$ cat config.mk
export PLATFORM = sky130hd
export DESIGN_NAME = csv_field_splitter
export DESIGN_NICKNAME = d
export VERILOG_FILES = /design/src/csvfs_pkg.sv /design/src/csv_field_splitter.sv /design/src/csvfs_queue.sv /design/src/csvfs_front.sv /design/src/csvfs_back.sv
export SDC_FILE = /design/constraint.sdc
export NUM_CORES = 1
export LEC_CHECK = 0
export BUFFER_PORTS_ARGS = -buffer_cell sky130_fd_sc_hd__buf_2
export CAP_MARGIN = 5
export CORE_MARGIN = 2
export CORE_UTILIZATION = 50
export DETAILED_ROUTE_END_ITERATION = 8
export HOLD_SLACK_MARGIN = 0.03
export PLACE_DENSITY = 0.69
export SETUP_SLACK_MARGIN = 0.5
export SLEW_MARGIN = 5
export SYNTH_ARGS = -nofsm -noshare
export SYNTH_HDL_FRONTEND = slang
export SYNTH_HIERARCHICAL = 1
export SYNTH_SLANG_ARGS = --single-unit
export TNS_END_PERCENT = 1
$ cat constraint.sdc
create_clock -name clk -period 6.3 [get_ports clk]
set_input_delay 0.315 -clock clk [delete_from_list [all_inputs] [get_ports clk]]
set_output_delay 0.315 -clock clk [all_outputs]
set_load 0.005 [all_outputs]
$ cat src/csvfs_pkg.sv
// shared types and constants for the csv field splitter
`timescale 1ns / 1ps
package csvfs_pkg;

	localparam int OFFSET_BITS_DEF = 20;
	localparam int ROW_BITS_DEF = 16;
	localparam int COL_BITS_DEF = 8;

	// register widths are fixed by the register map
	localparam int MODE_W = 2;
	localparam int FROW_W = 16;
	localparam int FCOL_W = 8;

	localparam int PADDR_W = 4;
	localparam int PDATA_W = 32;

	// register indexes
	localparam logic [1:0] REG_FILTER_MODE = 2'd0;
	localparam logic [1:0] REG_FILTER_ROW = 2'd1;
	localparam logic [1:0] REG_FILTER_COL = 2'd2;

	// filter modes
	localparam logic [MODE_W-1:0] FILT_ALL = 2'd0;
	localparam logic [MODE_W-1:0] FILT_ROW = 2'd1;
	localparam logic [MODE_W-1:0] FILT_COL = 2'd2;
	localparam logic [MODE_W-1:0] FILT_BOTH = 2'd3;

	// result kinds
	localparam logic KIND_FIELD = 1'b0;
	localparam logic KIND_END = 1'b1;

	// special bytes
	localparam logic [7:0] CH_NUL = 8'h00;
	localparam logic [7:0] CH_COMMA = 8'h2c;
	localparam logic [7:0] CH_CR = 8'h0d;
	localparam logic [7:0] CH_LF = 8'h0a;

	localparam int QDEPTH = 4;

	// what the back end has to emit for one input byte
	typedef struct packed {
		logic has_field;
		logic has_end;
	} flags_t;

	// queue status seen by the front end
	typedef struct packed {
		logic full;
		logic empty;
	} qstat_t;

endpackage

$ cat src/csv_field_splitter.sv
// top level of the csv field splitter: register port, front end, queue, back end
//
//  channel  | handshake                       | payload
//  ---------+---------------------------------+-------------------------------------------
//  in       | in_valid / in_ready             | data_byte
//  out      | out_valid / out_ready           | kind, field_start, field_end, row_index,
//           |                                 | col_index, last
//  config   | psel, penable, pwrite, pready   | paddr, pwdata, prdata
//
// one byte is taken per cycle while the queue is not full; the offset and
// counter update in the front end is registered. results leave at one per
// cycle while out_ready is high; a byte ending a field and the stream gives
// two results. a four-entry queue parts the front end from the output register:
// bytes keep flowing while the output stalls until the queue fills. arst_n
// clears all counters, the queue and the filter registers; no clearing pass is needed.
`timescale 1ns / 1ps
module csv_field_splitter #(
	parameter int OFFSET_BITS = csvfs_pkg::OFFSET_BITS_DEF,
	parameter int ROW_BITS = csvfs_pkg::ROW_BITS_DEF,
	parameter int COL_BITS = csvfs_pkg::COL_BITS_DEF
) (
	input  logic                              clk,
	input  logic                              arst_n,
	input  logic                              psel,
	input  logic                              penable,
	input  logic                              pwrite,
	input  logic [csvfs_pkg::PADDR_W-1:0]     paddr,
	input  logic [csvfs_pkg::PDATA_W-1:0]     pwdata,
	output logic [csvfs_pkg::PDATA_W-1:0]     prdata,
	output logic                              pready,
	input  logic                              in_valid,
	output logic                              in_ready,
	input  logic [7:0]                        data_byte,
	output logic                              out_valid,
	input  logic                              out_ready,
	output logic                              kind,
	output logic [OFFSET_BITS-1:0]            field_start,
	output logic [OFFSET_BITS-1:0]            field_end,
	output logic [ROW_BITS-1:0]               row_index,
	output logic [COL_BITS-1:0]               col_index,
	output logic                              last
);
	localparam int FW = $bits(csvfs_pkg::flags_t);
	localparam int QW = FW + 2 * OFFSET_BITS + ROW_BITS + COL_BITS;

	logic [csvfs_pkg::MODE_W-1:0] filter_mode_q;
	logic [csvfs_pkg::FROW_W-1:0] filter_row_q;
	logic [csvfs_pkg::FCOL_W-1:0] filter_col_q;
	logic cfg_wr;
	logic [1:0] reg_idx;

	csvfs_pkg::qstat_t qstat;
	csvfs_pkg::flags_t f_flags;
	csvfs_pkg::flags_t b_flags;
	logic q_push;
	logic q_pop;
	logic [QW-1:0] q_wdata;
	logic [QW-1:0] q_rdata;
	logic [OFFSET_BITS-1:0] f_start;
	logic [OFFSET_BITS-1:0] f_end;
	logic [ROW_BITS-1:0] f_row;
	logic [COL_BITS-1:0] f_col;
	logic [OFFSET_BITS-1:0] b_start;
	logic [OFFSET_BITS-1:0] b_end;
	logic [ROW_BITS-1:0] b_row;
	logic [COL_BITS-1:0] b_col;

	// register port
	assign pready = 1'b1;
	assign reg_idx = paddr[3:2];
	assign cfg_wr = psel && penable && pwrite && pready;

	always_ff @(posedge clk or negedge arst_n) begin
		if (!arst_n) begin
			filter_mode_q <= '0;
			filter_row_q <= '0;
			filter_col_q <= '0;
		end else if (cfg_wr) begin
			case (reg_idx)
				csvfs_pkg::REG_FILTER_MODE: filter_mode_q <= pwdata[csvfs_pkg::MODE_W-1:0];
				csvfs_pkg::REG_FILTER_ROW:  filter_row_q <= pwdata[csvfs_pkg::FROW_W-1:0];
				csvfs_pkg::REG_FILTER_COL:  filter_col_q <= pwdata[csvfs_pkg::FCOL_W-1:0];
				default: ;
			endcase
		end
	end

	always_comb begin
		case (reg_idx)
			csvfs_pkg::REG_FILTER_MODE: prdata = csvfs_pkg::PDATA_W'(filter_mode_q);
			csvfs_pkg::REG_FILTER_ROW:  prdata = csvfs_pkg::PDATA_W'(filter_row_q);
			csvfs_pkg::REG_FILTER_COL:  prdata = csvfs_pkg::PDATA_W'(filter_col_q);
			default:                    prdata = '0;
		endcase
	end

	csvfs_front #(
		.OFFSET_BITS(OFFSET_BITS),
		.ROW_BITS(ROW_BITS),
		.COL_BITS(COL_BITS)
	) u_front (
		.clk(clk),
		.arst_n(arst_n),
		.in_valid(in_valid),
		.in_ready(in_ready),
		.data_byte(data_byte),
		.filter_mode(filter_mode_q),
		.filter_row(filter_row_q),
		.filter_col(filter_col_q),
		.qstat(qstat),
		.push(q_push),
		.flags(f_flags),
		.start_off(f_start),
		.end_off(f_end),
		.row_val(f_row),
		.col_val(f_col)
	);

	assign q_wdata = {f_flags, f_start, f_end, f_row, f_col};

	csvfs_queue #(
		.WIDTH(QW)
	) u_queue (
		.clk(clk),
		.arst_n(arst_n),
		.push(q_push),
		.wdata(q_wdata),
		.pop(q_pop),
		.rdata(q_rdata),
		.stat(qstat)
	);

	assign {b_flags, b_start, b_end, b_row, b_col} = q_rdata;

	csvfs_back #(
		.OFFSET_BITS(OFFSET_BITS),
		.ROW_BITS(ROW_BITS),
		.COL_BITS(COL_BITS)
	) u_back (
		.clk(clk),
		.arst_n(arst_n),
		.qstat(qstat),
		.flags(b_flags),
		.start_off(b_start),
		.end_off(b_end),
		.row_val(b_row),
		.col_val(b_col),
		.pop(q_pop),
		.out_valid(out_valid),
		.out_ready(out_ready),
		.kind(kind),
		.field_start(field_start),
		.field_end(field_end),
		.row_index(row_index),
		.col_index(col_index),
		.last(last)
	);

	// no push into a full queue
	a_no_overflow: assert property (@(posedge clk) disable iff (!arst_n)
		q_push |-> !qstat.full)
		else $error("queue push while full");

	// no pop from an empty queue
	a_no_underflow: assert property (@(posedge clk) disable iff (!arst_n)
		q_pop |-> !qstat.empty)
		else $error("queue pop while empty");

	// an end marker always closes the results of its byte and carries zeros
	a_end_marker: assert property (@(posedge clk) disable iff (!arst_n)
		(out_valid && kind == csvfs_pkg::KIND_END) |->
			(last && field_start == '0 && field_end == '0 &&
			 row_index == '0 && col_index == '0))
		else $error("malformed end marker");

	// a field that is not last is followed by its end marker
	a_field_then_end: assert property (@(posedge clk) disable iff (!arst_n)
		(out_valid && out_ready && kind == csvfs_pkg::KIND_FIELD && !last) |=>
			(out_valid && kind == csvfs_pkg::KIND_END))
		else $error("field without last not followed by end marker");

endmodule

$ cat src/csvfs_queue.sv
// small flop-based queue between the front and back ends
`timescale 1ns / 1ps
module csvfs_queue #(
	parameter int WIDTH = 8
) (
	input  logic                clk,
	input  logic                arst_n,
	input  logic                push,
	input  logic [WIDTH-1:0]    wdata,
	input  logic                pop,
	output logic [WIDTH-1:0]    rdata,
	output csvfs_pkg::qstat_t   stat
);
	localparam int DEPTH = csvfs_pkg::QDEPTH;
	localparam int PW = $clog2(DEPTH);
	localparam int CW = $clog2(DEPTH + 1);

	logic [WIDTH-1:0] mem_q [DEPTH];
	logic [PW-1:0] wr_ptr_q;
	logic [PW-1:0] rd_ptr_q;
	logic [CW-1:0] count_q;

	always_ff @(posedge clk or negedge arst_n) begin
		if (!arst_n) begin
			wr_ptr_q <= '0;
			rd_ptr_q <= '0;
			count_q <= '0;
		end else begin
			if (push) begin
				wr_ptr_q <= (wr_ptr_q == PW'(DEPTH - 1)) ? '0 : wr_ptr_q + 1'b1;
			end
			if (pop) begin
				rd_ptr_q <= (rd_ptr_q == PW'(DEPTH - 1)) ? '0 : rd_ptr_q + 1'b1;
			end
			if (push && !pop) begin
				count_q <= count_q + 1'b1;
			end else if (pop && !push) begin
				count_q <= count_q - 1'b1;
			end
		end
	end

	always_ff @(posedge clk) begin
		if (push) begin
			mem_q[wr_ptr_q] <= wdata;
		end
	end

	assign rdata = mem_q[rd_ptr_q];
	assign stat.full = (count_q == CW'(DEPTH));
	assign stat.empty = (count_q == '0);

endmodule

$ cat src/csvfs_front.sv
// front end: takes bytes, tracks offsets and counters, decides what to emit
`timescale 1ns / 1ps
module csvfs_front #(
	parameter int OFFSET_BITS = csvfs_pkg::OFFSET_BITS_DEF,
	parameter int ROW_BITS = csvfs_pkg::ROW_BITS_DEF,
	parameter int COL_BITS = csvfs_pkg::COL_BITS_DEF
) (
	input  logic                              clk,
	input  logic                              arst_n,
	input  logic                              in_valid,
	output logic                              in_ready,
	input  logic [7:0]                        data_byte,
	input  logic [csvfs_pkg::MODE_W-1:0]      filter_mode,
	input  logic [csvfs_pkg::FROW_W-1:0]      filter_row,
	input  logic [csvfs_pkg::FCOL_W-1:0]      filter_col,
	input  csvfs_pkg::qstat_t                 qstat,
	output logic                              push,
	output csvfs_pkg::flags_t                 flags,
	output logic [OFFSET_BITS-1:0]            start_off,
	output logic [OFFSET_BITS-1:0]            end_off,
	output logic [ROW_BITS-1:0]               row_val,
	output logic [COL_BITS-1:0]               col_val
);
	localparam int RW = (ROW_BITS > csvfs_pkg::FROW_W) ? ROW_BITS : csvfs_pkg::FROW_W;
	localparam int CLW = (COL_BITS > csvfs_pkg::FCOL_W) ? COL_BITS : csvfs_pkg::FCOL_W;

	logic [OFFSET_BITS-1:0] offset_q;
	logic [OFFSET_BITS-1:0] begin_q;
	logic [ROW_BITS-1:0] row_q;
	logic [COL_BITS-1:0] col_q;
	logic after_cr_q;

	logic accept;
	logic lf_skip;
	logic is_nul;
	logic is_comma;
	logic is_brk;
	logic row_ok;
	logic col_ok;
	logic pass;
	logic [OFFSET_BITS-1:0] offset_nx;

	assign in_ready = !qstat.full;
	assign accept = in_valid && in_ready;

	assign lf_skip = after_cr_q && (data_byte == csvfs_pkg::CH_LF);
	assign is_nul = (data_byte == csvfs_pkg::CH_NUL);
	assign is_comma = (data_byte == csvfs_pkg::CH_COMMA);
	assign is_brk = (data_byte == csvfs_pkg::CH_CR) || (data_byte == csvfs_pkg::CH_LF);
	assign offset_nx = (offset_q == '1) ? offset_q : offset_q + 1'b1;

	assign row_ok = (RW'(row_q) == RW'(filter_row));
	assign col_ok = (CLW'(col_q) == CLW'(filter_col));

	always_comb begin
		case (filter_mode)
			csvfs_pkg::FILT_ALL:  pass = 1'b1;
			csvfs_pkg::FILT_ROW:  pass = row_ok;
			csvfs_pkg::FILT_COL:  pass = col_ok;
			csvfs_pkg::FILT_BOTH: pass = row_ok && col_ok;
			default:              pass = 1'b1;
		endcase
	end

	always_comb begin
		flags.has_field = 1'b0;
		flags.has_end = 1'b0;
		if (!lf_skip) begin
			if (is_nul) begin
				flags.has_field = pass && (offset_q != begin_q);
				flags.has_end = 1'b1;
			end else if (is_comma || is_brk) begin
				flags.has_field = pass;
			end
		end
	end

	assign push = accept && (flags.has_field || flags.has_end);
	assign start_off = begin_q;
	assign end_off = offset_q;
	assign row_val = row_q;
	assign col_val = col_q;

	always_ff @(posedge clk or negedge arst_n) begin
		if (!arst_n) begin
			offset_q <= '0;
			begin_q <= '0;
			row_q <= '0;
			col_q <= '0;
			after_cr_q <= 1'b0;
		end else if (accept) begin
			after_cr_q <= 1'b0;
			if (lf_skip) begin
				offset_q <= offset_nx;
				begin_q <= offset_nx;
			end else if (is_nul) begin
				offset_q <= '0;
				begin_q <= '0;
				row_q <= '0;
				col_q <= '0;
			end else if (is_comma) begin
				offset_q <= offset_nx;
				begin_q <= offset_nx;
				col_q <= (col_q == '1) ? col_q : col_q + 1'b1;
			end else if (is_brk) begin
				offset_q <= offset_nx;
				begin_q <= offset_nx;
				row_q <= (row_q == '1) ? row_q : row_q + 1'b1;
				col_q <= '0;
				after_cr_q <= (data_byte == csvfs_pkg::CH_CR);
			end else begin
				offset_q <= offset_nx;
			end
		end
	end

endmodule

$ cat src/csvfs_back.sv
// back end: drains queue entries into the output register, one result per cycle while out_ready is high
`timescale 1ns / 1ps
module csvfs_back #(
	parameter int OFFSET_BITS = csvfs_pkg::OFFSET_BITS_DEF,
	parameter int ROW_BITS = csvfs_pkg::ROW_BITS_DEF,
	parameter int COL_BITS = csvfs_pkg::COL_BITS_DEF
) (
	input  logic                      clk,
	input  logic                      arst_n,
	input  csvfs_pkg::qstat_t         qstat,
	input  csvfs_pkg::flags_t         flags,
	input  logic [OFFSET_BITS-1:0]    start_off,
	input  logic [OFFSET_BITS-1:0]    end_off,
	input  logic [ROW_BITS-1:0]       row_val,
	input  logic [COL_BITS-1:0]       col_val,
	output logic                      pop,
	output logic                      out_valid,
	input  logic                      out_ready,
	output logic                      kind,
	output logic [OFFSET_BITS-1:0]    field_start,
	output logic [OFFSET_BITS-1:0]    field_end,
	output logic [ROW_BITS-1:0]       row_index,
	output logic [COL_BITS-1:0]       col_index,
	output logic                      last
);
	logic field_done_q;
	logic out_valid_q;
	logic kind_q;
	logic [OFFSET_BITS-1:0] start_q;
	logic [OFFSET_BITS-1:0] end_q;
	logic [ROW_BITS-1:0] row_q;
	logic [COL_BITS-1:0] col_q;
	logic last_q;

	logic load;
	logic cur_field;

	// the field result of an entry goes out before its end marker
	assign cur_field = flags.has_field && !field_done_q;
	assign load = !qstat.empty && (!out_valid_q || out_ready);
	assign pop = load && (!cur_field || !flags.has_end);

	always_ff @(posedge clk or negedge arst_n) begin
		if (!arst_n) begin
			out_valid_q <= 1'b0;
			field_done_q <= 1'b0;
		end else begin
			if (load) begin
				out_valid_q <= 1'b1;
				field_done_q <= cur_field && flags.has_end;
			end else if (out_ready) begin
				out_valid_q <= 1'b0;
			end
		end
	end

	always_ff @(posedge clk) begin
		if (load) begin
			kind_q <= cur_field ? csvfs_pkg::KIND_FIELD : csvfs_pkg::KIND_END;
			start_q <= cur_field ? start_off : '0;
			end_q <= cur_field ? end_off : '0;
			row_q <= cur_field ? row_val : '0;
			col_q <= cur_field ? col_val : '0;
			last_q <= !cur_field || !flags.has_end;
		end
	end

	assign out_valid = out_valid_q;
	assign kind = kind_q;
	assign field_start = start_q;
	assign field_end = end_q;
	assign row_index = row_q;
	assign col_index = col_q;
	assign last = last_q;

endmodule

* Yosys cells after proc, flatten, opt, wreduce, memory -nomap -nowiden
Memories as Yosys holds them, arrays and structs flattened. Index checks and enable logic that the tools add are counted.
Operators by class: add/subtract/negate cells 7, equal/unequal tests 20, muxes and demuxes 34, bitwise operators 1, reduce and logical (&&, ||, !) cells 41
Operator list (number):
- $mux W20 | 7
- $mux W16 | 4
- $pmux W16 S3 | 1
- $mux W8 | 4
- $add A20 B1 Y20 const B | 1
- $eq A20 B20 Y1 const B | 1
- $ne A20 B20 Y1 | 1
- $add A16 B1 Y16 const B | 1
- $eq A16 B16 Y1 | 1
- $eq A16 B16 Y1 const B | 1
- $eq A8 B4 Y1 const B | 2
- $logic_and A1 B1 Y1 | 13
- $mux W1 | 12
- $eq A2 B2 Y1 const B | 5
- $add A8 B1 Y8 const B | 1
- $eq A8 B6 Y1 const B | 1
- $eq A8 B8 Y1 | 1
- $eq A8 B8 Y1 const B | 1
- $logic_not A1 Y1 | 8
- $logic_not A8 Y1 | 1
- $reduce_and A2 Y1 | 4
- $mux W2 | 3
- $mux W3 | 2
- $reduce_bool A2 Y1 | 3
- other kinds (16) | 24
Storage, ports and cells: register bits after elaboration 166, memory bits (writable) 264, input port bits 51, memories kept 1
Memory list:
- u_queue.mem_q | depth 4, bits a word 66, rd ports 1, clocked after memory_dff 0, wr ports 1, line csvfs_queue.sv:18 | logic [WIDTH-1:0] mem_q [DEPTH];

* Depth between registers and ports, before layout
Gate-level depths: netlist (run 1).
word-level depth 12, mapped depth 14

* Hierarchy
The synthesis (run 1) kept the hierarchy.
By module, submodules not included:
- csvfs_queue | times used 1, cells each 382, area each 9958.3 um^2, seq. area each 8102.8 um^2
- csvfs_front | times used 1, cells each 495, area each 4289.1 um^2, seq. area each 1626.6 um^2
- csvfs_back | times used 1, cells each 149, area each 2555.0 um^2, seq. area each 2031.9 um^2
- csv_field_splitter | times used 1, cells each 101, area each 1330.0 um^2, seq. area each 650.6 um^2

* Least setup slack after synthesis (run 1)
No wires, ideal clock.
kind register to register, from reg u_queue.count_q[0], to reg u_queue.count_q[1], arrival 5.212 ns, data required time 6.175 ns, path slack 0.963 ns, stages on the path, launching flop included 9, period minus slack after synthesis 5.337 ns, cells stage by stage dfrtp_1 > nor3_1 > a21oi_1 > and2_1 > inv_1 > ha_1 > inv_1 > fa_1 > mux2_2
RTL lines:
- start: declaration | line csvfs_queue.sv:21 | logic [CW-1:0] count_q;
- start signal: assignment | line csvfs_queue.sv:36 | count_q <= count_q + 1'b1;
- start signal: assignment | line csvfs_queue.sv:38 | count_q <= count_q - 1'b1;

* Worst setup path in the final report (run 1)
from reg u_front.row_q[12] (netlist: u_front/row_val[12]), to mem u_queue/mem_q[0][40] (netlist bit) (enable)
On the way: word-level cells in the longest chain between the ends 10, elaborated cells on any way between the ends 11, classes of those cells 1 x eq/ne; 6 x mux; 4 x reduce/logical
Ends and longest elaborated chain:
- start: declaration | line csvfs_front.sv:29 | logic [ROW_BITS-1:0] row_q;
- start signal: assignment | line csvfs_front.sv:108 | row_q <= (row_q == '1) ? row_q : row_q + 1'b1;
- $eq A16 B16 Y1 * | line csvfs_front.sv:52 | assign row_ok = (RW'(row_q) == RW'(filter_row));
- $logic_and A1 B1 Y1 | line csvfs_front.sv:60 | csvfs_pkg::FILT_BOTH: pass = row_ok && col_ok;
- $pmux W1 S4 * | line csvfs_front.sv:56 | case (filter_mode)
- $mux W1 or $logic_and A1 B1 Y1 (tied branches) | line csvfs_front.sv:72, csvfs_front.sv:70
- $mux W1 * | line csvfs_front.sv:69 | if (is_nul) begin
- $mux W2 * | line csvfs_front.sv:68 | if (!lf_skip) begin
- $logic_or A1 B1 Y1 * | line csvfs_front.sv:78 | assign push = accept && (flags.has_field || flags.has_end);
- $logic_and A1 B1 Y1 * | line csvfs_front.sv:78
- net q_push | line csv_field_splitter.sv:55 | logic q_push;
- $mux W1 * | line csvfs_queue.sv:44 | if (push) begin
- $mux W1 (implied by the code) * | line csvfs_queue.sv:45 | mem_q[wr_ptr_q] <= wdata;
- end: declaration | line csvfs_queue.sv:18
The timed path passes the listed nets; every way through them passes the cells marked *.

==> results.md, run 1 <==
Floorplan:
- The standard-cell row count is 69.
- The chip width is 194 um.
- The die area is 37800 sq um.
- The starting density of the core is 50.9%.
- 152 I/O pins were placed.
- The chip height is 194 um.
- The core box area is 35700 sq um.

Yosys:
- Counting distinct cell types in the post-synthesis netlist gives 64.
- By count the netlist is led by edfxtp_1, dfrtp_1, and2_1.
- The sequential area share after synthesis is 68.5%.
- Counting every instance in the synthesized netlist gives 1127.
- Summed over all instances, the cell type with the most area after synthesis is edfxtp_1.
- The top-area cell type share of the netlist area is 54.7%.
- The leading cell type by number of instances after synthesis is edfxtp_1.
- The count of synthesis-stage warnings from yosys is 6.
- In this run, synthesis produced a sequential element count of 430.
- In this run, synthesis inferred 330 flip-flops with an integrated enable.
- A synthesized cell averages about 16 sq um.
- By area the synthesized netlist is led by edfxtp_1, dfrtp_1, mux4_2.
- The dominant synthesized flop cell is edfxtp_1.
- After synthesis, the share of flip-flops with an asynchronous set or reset is 23.3%.
- The netlist area before placement is 18100 sq um.

Power and ir drop:
- Of the total power, combinational logic draws a little under a fifth.
- The overall power of the completed layout is 8.13 mW.
- The power per standard cell area is around 400 nW/um^2.
- The analysis attributes to cell leakage a power of 7.72 nW.
- The switching power of the nets is 2.17 mW.
- The share of total power in the clock network is 32.1%.
- The internal power summed over all cells is 5.96 mW.
- The sequential share of power is between 40% and 50%.
- The worst-case IR drop observed on VDD is between 0.0002 and 0.0003 V.
- Net switching is 26.7% of the power.

Worst setup path:
- STA classifies the critical path endpoint as a register.
- The worst setup path is launched from a register.
- The kind of cell with the highest combined delay on the critical path is simple AND/OR/NAND/NOR gates.
- The start-to-end type of the worst setup path is reg2reg.
- The standard cell with the maximum stage delay on the critical path is and2_2.
- At the worst endpoint, the arrival time is 4.21 ns.
- Traced cell by cell, the critical path runs through xnor2_1, nand4_1, o41ai_1, nand4_1, a21oi_1, and2_2, buf_4.
- The depth of the most critical reg-to-reg path is 7.
- The critical path crosses 7 cells after its start point.
- Together, buffers and inverters on the worst path number 1.
- The most prevalent standard cell on the critical path is nand4_1.
- The largest fanout on the critical path is 36.
- Data on the critical path is required at its endpoint by 6.49 ns.
- The largest stage delay on the critical path is about 0.98 ns.

STA:
- Between clock sinks in the finished design, the worst skew comes to about 0.016 ns.
- Setup slack closes at about 2.3 ns.
- Setup repair after global routing left no endpoint under its margin.
- The count of final hold-check violations is 0.
- For this run, the top clock speed supported by timing is between 0.2 and 0.25 GHz.
- The routed design could run at a clock period as short as 4.02 ns.
- The final critical-path share of the clock period is 63.8%.
- The worst hold margin is 0.0609 ns.
- The slew of the pin with the lowest slew margin is 1.10 ns.
- The final-report max-slew violation count is 0.
- Setup violations remaining at the end of the flow were counted as 0.
- Adding up every negative setup slack in the final design gives 0 ns.
- Headroom to the max-slew limit came out at 26.8%.

Worst hold path:
- The min-delay analysis places its worst path in the category in2reg.
- The number of cells on the worst hold path is 2.

Cells and area:
- Of the cells placed in the final design, the portion with a size suffix greater than 1 is 24.3%.
- At the end of the flow the core is filled with cells to between 50% and 60%.
- The area of the multi-input gates is 5240 sq um.
- Counting the fill cells in the layout gives 2753.
- The register cell area after layout is 12400 sq um.
- The area growth from synthesis to layout is 13.8%.
- The net count of the finished layout is 1323.

Global routing:
- Global routing finished with a remaining overflow of 0.
- Entering global routing, the biggest net connects 70 pins.
- The total global routing track utilization is 18.9%.
- The via count of the first global-routing pass is 10200.
- The first global-routing pass estimated approximately 56 mm of wire.
- The number of antenna violations at the first check in global routing came to 2.

Outcome:
- The checks that failed: DRC.
- The flow ran to the end, but the final reports show violations.

CTS:
- The clock tree buffer depth is 3.
- The total number of clock tree sinks is 430.
- The number of setup buffers added after CTS is 0.
- The number of clock buffers added by TritonCTS is between 40 and 50.
- The clock root buffer master is clkbuf_16.
- The CTS tree is built.
- For this design, the CTS-stage hold fixing added 16 buffers.
- The H-tree was split into 2 levels.
- After clock tree synthesis, the clock-pin slew on the worst setup and hold paths is 0.06 ns.
- The later pin in the worst-skew pair is clocked with a latency of 0.54 ns.
- The number of gates resized after CTS was 0.

Place:
- The congestion estimate from routability-driven global placement came to 0.853.
- The minimum setup slack after placement is about 2.1 ns.
- The number of buffers inserted by port buffering is approximately 120.
- The HPWL after detailed placement is 21.8 mm.

Job:
- The reported max-cap violation count is 0.

Routing:
- Using the TritonRoute via totals, the vias-per-cell ratio works out to 5.66.
- The wire length per cell is slightly above 20 um.
- After the first detailed-routing iteration, the DRC count stood at 718.
- The detailed router placed 9958 vias in this run.
- After detailed routing, the total wire length is 35.4 mm.
- The number of iterations in the first detailed-routing pass is 9.
- The remaining routing DRC violations is 8.
- The number of nets with antenna violations after routing is 0.
worst paths after layout:
kind	from	endpoint	slack (ns)
setup / recovery	u_front/row_val[12]	u_queue/mem_q[0][40]	2.28
hold / removal	pwdata[1]	filter_col_q[1]	0.06
setup reg to reg	u_front/row_val[12]	u_queue/mem_q[0][40]	2.28
hold reg to reg	u_queue/count_q[2]	u_queue/count_q[2]	0.48
max in group asynchronous	arst_n	u_queue/rd_ptr_q[0]	4.67
min in group asynchronous	arst_n	filter_row_q[8]	0.28
worst register-to-register path, cell delays in order, from the launching register on:
cell and delay, ns:
dfrtp_1 0.57, xnor2_1 0.16, nand4_1 0.12, o41ai_1 0.54
nand4_1 0.26, a21oi_1 0.50, and2_2 0.99, buf_4 0.51
power by group through the flow:
stage	Combinational (mW)	Sequential, mW	Clock, mW
floorplan	1.22	3.86	0
detailed placement	1.57	4.05	0
global placement	1.55	4.03	0
finish	1.54	3.98	2.61
CTS	1.58	3.99	2.67
global route	1.70	4.05	2.78
area by class of cell:
cell class,count,area share [%]
flip-flops and latches,430,60.2
inverters,17,0.309
clock inverters,20,0.982
clock buffers,62,6.20
well taps,461,2.79
repair buffers,148,4.18
diodes,1,0.0121
multi-input cells,621,25.4
kinds of logic after synthesis:
logic type | Yosys count | share of synthesized area [%]
compound gates | 128 | 4.67
xor+xnor | 62 | 2.99
fa+ha+maj | 10 | 0.731
buf+inv | 91 | 3.07
flops | 430 | 68.5
mux | 104 | 10.7
other cells | 2 | 0.0414
simple gates | 300 | 9.36
per-stage QoR:
stage / std cells / instance area, sq um
global route: 1760 / 20600
CTS: 1759 / 20600
floorplan: 1142 / 18200
finish: 1760 / 20600
global placement: 1661 / 19000
detailed placement: 1661 / 19000
flip-flops by register name (all words and copies together) (netlist names), 3 cells and up:
register and flops:
u_back/field_start 20, u_back/col_index 8, u_queue/count_q 3, u_queue/mem_q 264
u_back/field_end 20, u_front/row_val 16, filter_row_q 16, u_front/end_off 20
filter_col_q 8, u_back/row_index 16, u_front/col_val 8, u_front/start_off 20
placed cells by master, fill, tap and decap left out, types with 10 or more instances in the layout:
master / count
xor2_1: 13
mux4_2: 66
mux2_2: 23
buf_4: 17
buf_2: 115
o31ai_1: 13
xnor2_1: 49
a31oi_1: 10
clkbuf_16: 45
dfrtp_1: 98
dlygate4sd3_1: 16
edfxtp_1: 330
nand4_1: 27
and3_1: 10
and2_1: 78
nand2_1: 53
inv_1: 16
nor3_1: 13
o21ai_0: 43
nor2_1: 29
a22o_1: 15
a21oi_1: 24
conb_1: 17
nand3_1: 30
or3_1: 16
routing by layer:
metal	vias up	wire length, um	GRT usage, %
li1	4571	-	-
met1	5013	14900	25.1
met2	301	17800	32.3
met3	71	1910	3.33
met4	2	811	5.73
met5	-	11	0
Power figures use the tool's default switching activity.
==> inputs of run 2 (changes only) <==
- PLACE_DENSITY: 0.69 -> 0.71
- clock period: 6.3 -> 3.5 ns (I/O delays scaled with it)
==> run 2 against run 1 <==
Net effect: the flow still finishes with violations (DRC); first-iteration DRC count rose by 2.4%; sequential power increased by 75%; maximum frequency increased by 39%; total power grew 80%; wire length rose by 1.4%; clock skew grew 0.0044 ns; non-clock buffer count is 24 higher; sequential share of layout area shrank 0.75 points; critical path type unchanged.
==> results.md, run 2 (synthesis results as in run 1) <==
Outcome:
- The run finished, with violations left.
- The checks that failed: DRC.

Global routing:
- The maximum number of pins on one net before global-route repair is 68.
- The number of antenna violations at the first check in global routing is 2.
- The total global routing overflow is 0.
- The total global routing track utilization is roughly a fifth.
- The wire length of the first global-routing pass is 57.1 mm.
- The via count of the first global-routing pass is 10100.

Floorplan:
- The starting density of the core is 50.9%.
- Pin placement for this block handled 152 I/O pins.
- The chip width is 194 um.
- The standard-cell row count is 69.
- The die covers 37800 sq um.
- The chip height is 194 um.
- The core region is 35700 sq um.

STA:
- The worst hold margin is 0.138 ns.
- The final critical-path share of the clock period is 82.7%.
- Setup violations remaining at the end of the flow were counted as 0.
- Summed over all failing endpoints, the final setup total negative slack is 0 ns.
- The maximum clock skew at final layout is around 0.02 ns.
- Setup repair after global routing left no endpoint under its margin.
- The final-report max-slew violation count came to 0.
- The slew of the pin with the lowest slew margin is 0.917 ns.
- The minimum period implied by the final worst setup slack is 2.89 ns.
- Measured against its own limit, the worst slew margin works out to between 30% and 40%.
- Based on the critical path, the design can be clocked at up to 0.345 GHz.
- The count of final hold-check violations is 0.

Worst setup path:
- Setup slack on the worst reg-to-reg path comes out at just over 0.6 ns.
- The worst register-to-register path ends at u_queue/count_q[2].
- Data arrives at the worst endpoint at 3.35 ns.
- The depth of the most critical reg-to-reg path is 11.
- By startpoint and endpoint, the worst setup path is classified as reg2reg.
- The startpoint of the worst register-to-register path is u_front/row_val[8].
- The endpoint required time on the critical path is approximately 4.0 ns.
- The worst setup path is launched from a register.
- The largest fanout on the critical path is 5.
- The worst setup path is captured at a register.

CTS:
- Clock latency on the worst-skew pair, taken at its later pin, is 0.55 ns.
- The CTS tree is built.
- The CTS H-tree depth is 2.
- The total number of clock tree sinks is 430.
- The number of buffers inserted during clock tree synthesis is 45.
- No sink is reached through more buffers than the 3 on the longest clock path.
- The clock-pin slew on the worst setup and hold paths is roughly 0.06 ns.
- The root buffer cell chosen for the clock tree is clkbuf_16.

Routing:
- The remaining routing DRC violations is 2.
- After detailed routing, the average wire length per cell comes to between 20 and 25 um.
- For this run, the detailed router's first-pass iteration total came to 9.
- Summing over every cut layer, the via total after detailed routing is 10100.
- After detailed routing, the total wire length is 35.9 mm.
- After detailed routing, the number of vias per cell comes to 5.64.
- The number of nets with antenna violations after routing is 0.
- The initial detailed-routing violation count is 735.

Worst hold path:
- The destination of the worst hold path is u_front/col_val[1].
- The worst min-delay path startpoint is data_byte[0].
- The path category of the worst min-delay check is in2reg.
- The number of cells on the worst hold path is 4.

Power and ir drop:
- Of the total power, the share spent switching nets is 27.3%.
- The share of total power in the clock network is 31.7%.
- The part of the power in combinational logic is 20.7%.
- Of the total power, registers draw 47.6%.
- Across the VDD grid, the largest voltage drop is 0.000433 V.
- The internal power summed over all cells is 10.7 mW.
- For this design the ratio of total power to cell area is about 700 nW/um^2.
- For this design the total switching power over the nets is 4.00 mW.
- The leakage power total is 7.85 nW.

Job:
- The reported max-cap violation count is 0.

Cells and area:
- The library cells used most frequently in the layout, excluding fill and tap cells, are edfxtp_1, buf_2, dfrtp_1.
- The number of flip-flops in the largest register is 264.
- The register with the most flip-flops is u_queue/mem_q.
- Cells fill 58.6% of the core in the end.
- The area growth from synthesis to layout is 15.3%.
- The most common library cell in the layout ignoring fill and taps is edfxtp_1.
- The post-layout net count is ~1300.
- The post-route netlist has 26.4% of its cells at a drive strength greater than 1.

Place:
- The HPWL after detailed placement is 22.9 mm.
- Port buffering added about 120 buffers.
- The routability-driven placement congestion ratio is 0.894.
run 2: cell types whose count changed in the layout (fill, tap and decap cells not counted), sizes merged:
cell         delta
buf            +22
bufinv          -3
clkbuf          -1
clkinv          +4
clkinvlp        +2
diode           +2
dlygate4sd3     +2
run 2: how the worst max path moves through the flow:
stage / slack, ns / depth (start not counted) / end / start
global route: 0.51 / 11 / u_queue/count_q[2] / u_front/row_val[7]
finish: 0.61 / 11 / u_queue/count_q[2] / u_front/row_val[8]
global placement: 0.41 / 11 / u_queue/count_q[2] / u_front/row_val[9]
CTS: 0.57 / 11 / u_queue/count_q[2] / u_front/row_val[9]
detailed placement: 0.36 / 11 / u_queue/count_q[2] / u_front/row_val[9]
floorplan: 0.34 / 7 / u_queue/mem_q[0][0] / data_byte[5]
run 2: critical path, cell delays in order (launching register included):
cell,delay (ns)
dfrtp_2,0.44
xnor2_2,0.15
nand4_1,0.15
o41ai_2,0.46
nand4_1,0.25
a21oi_4,0.23
ha_2,0.21
inv_1,0.05
fa_1,0.38
xor2_1,0.16
nor2_1,0.14
xor2_1,0.16
run 2: metrics by stage:
step	cells	power (mW)	cell area, sq um	setup WS (ns)
after floorplan	1142	9.13	18200	0.345
after global placement	1675	10.1	19200	0.415
after detailed placement	1675	10.1	19200	0.364
after CTS	1780	14.8	20900	0.569
after global routing	1785	15.4	20900	0.512
final	1788	14.6	20900	0.605
run 2: layout make-up:
class,instances,area [sq um]
sequential,430,12400
clock buffer,61,1320
fill,2737,14700
clock inverter,23,156
tap,461,577
timing repair buffer,172,1100
antenna,3,7.51
inverter,17,63.8
multi-input combinational,621,5270
run 2: metal layers:
| metal | share of wire, % | GRT usage [%] | vias to the layer above |
|---|---|---|---|
| li1 | - | - | 4615 |
| met1 | 42 | 25.8 | 5126 |
| met2 | 50 | 32.5 | 294 |
| met3 | 5.2 | 3.64 | 54 |
| met4 | 2.0 | 4.81 | 0 |
| met5 | 0 | 0 | - |
run 2: power groups by stage:
stage / registers [mW] / clock network (mW) / logic, mW
2_1_floorplan: 6.92 / 0 / 2.21
3_3_place_gp: 7.05 / 0 / 3.04
3_5_place_dp: 7.08 / 0 / 3.07
4_1_cts: 6.98 / 4.74 / 3.10
5_1_grt: 7.07 / 4.95 / 3.35
6_report: 6.97 / 4.65 / 3.03
run 2: repair_timing:
action,4_1_cts,5_1_grt
endpoints found under the hold margin,83,0
cloned,0,0
setup endpoints to repair,58,32
resized for setup,2,6
hold buffers,18,0
buffers inserted,3,5
pin swaps,2,4
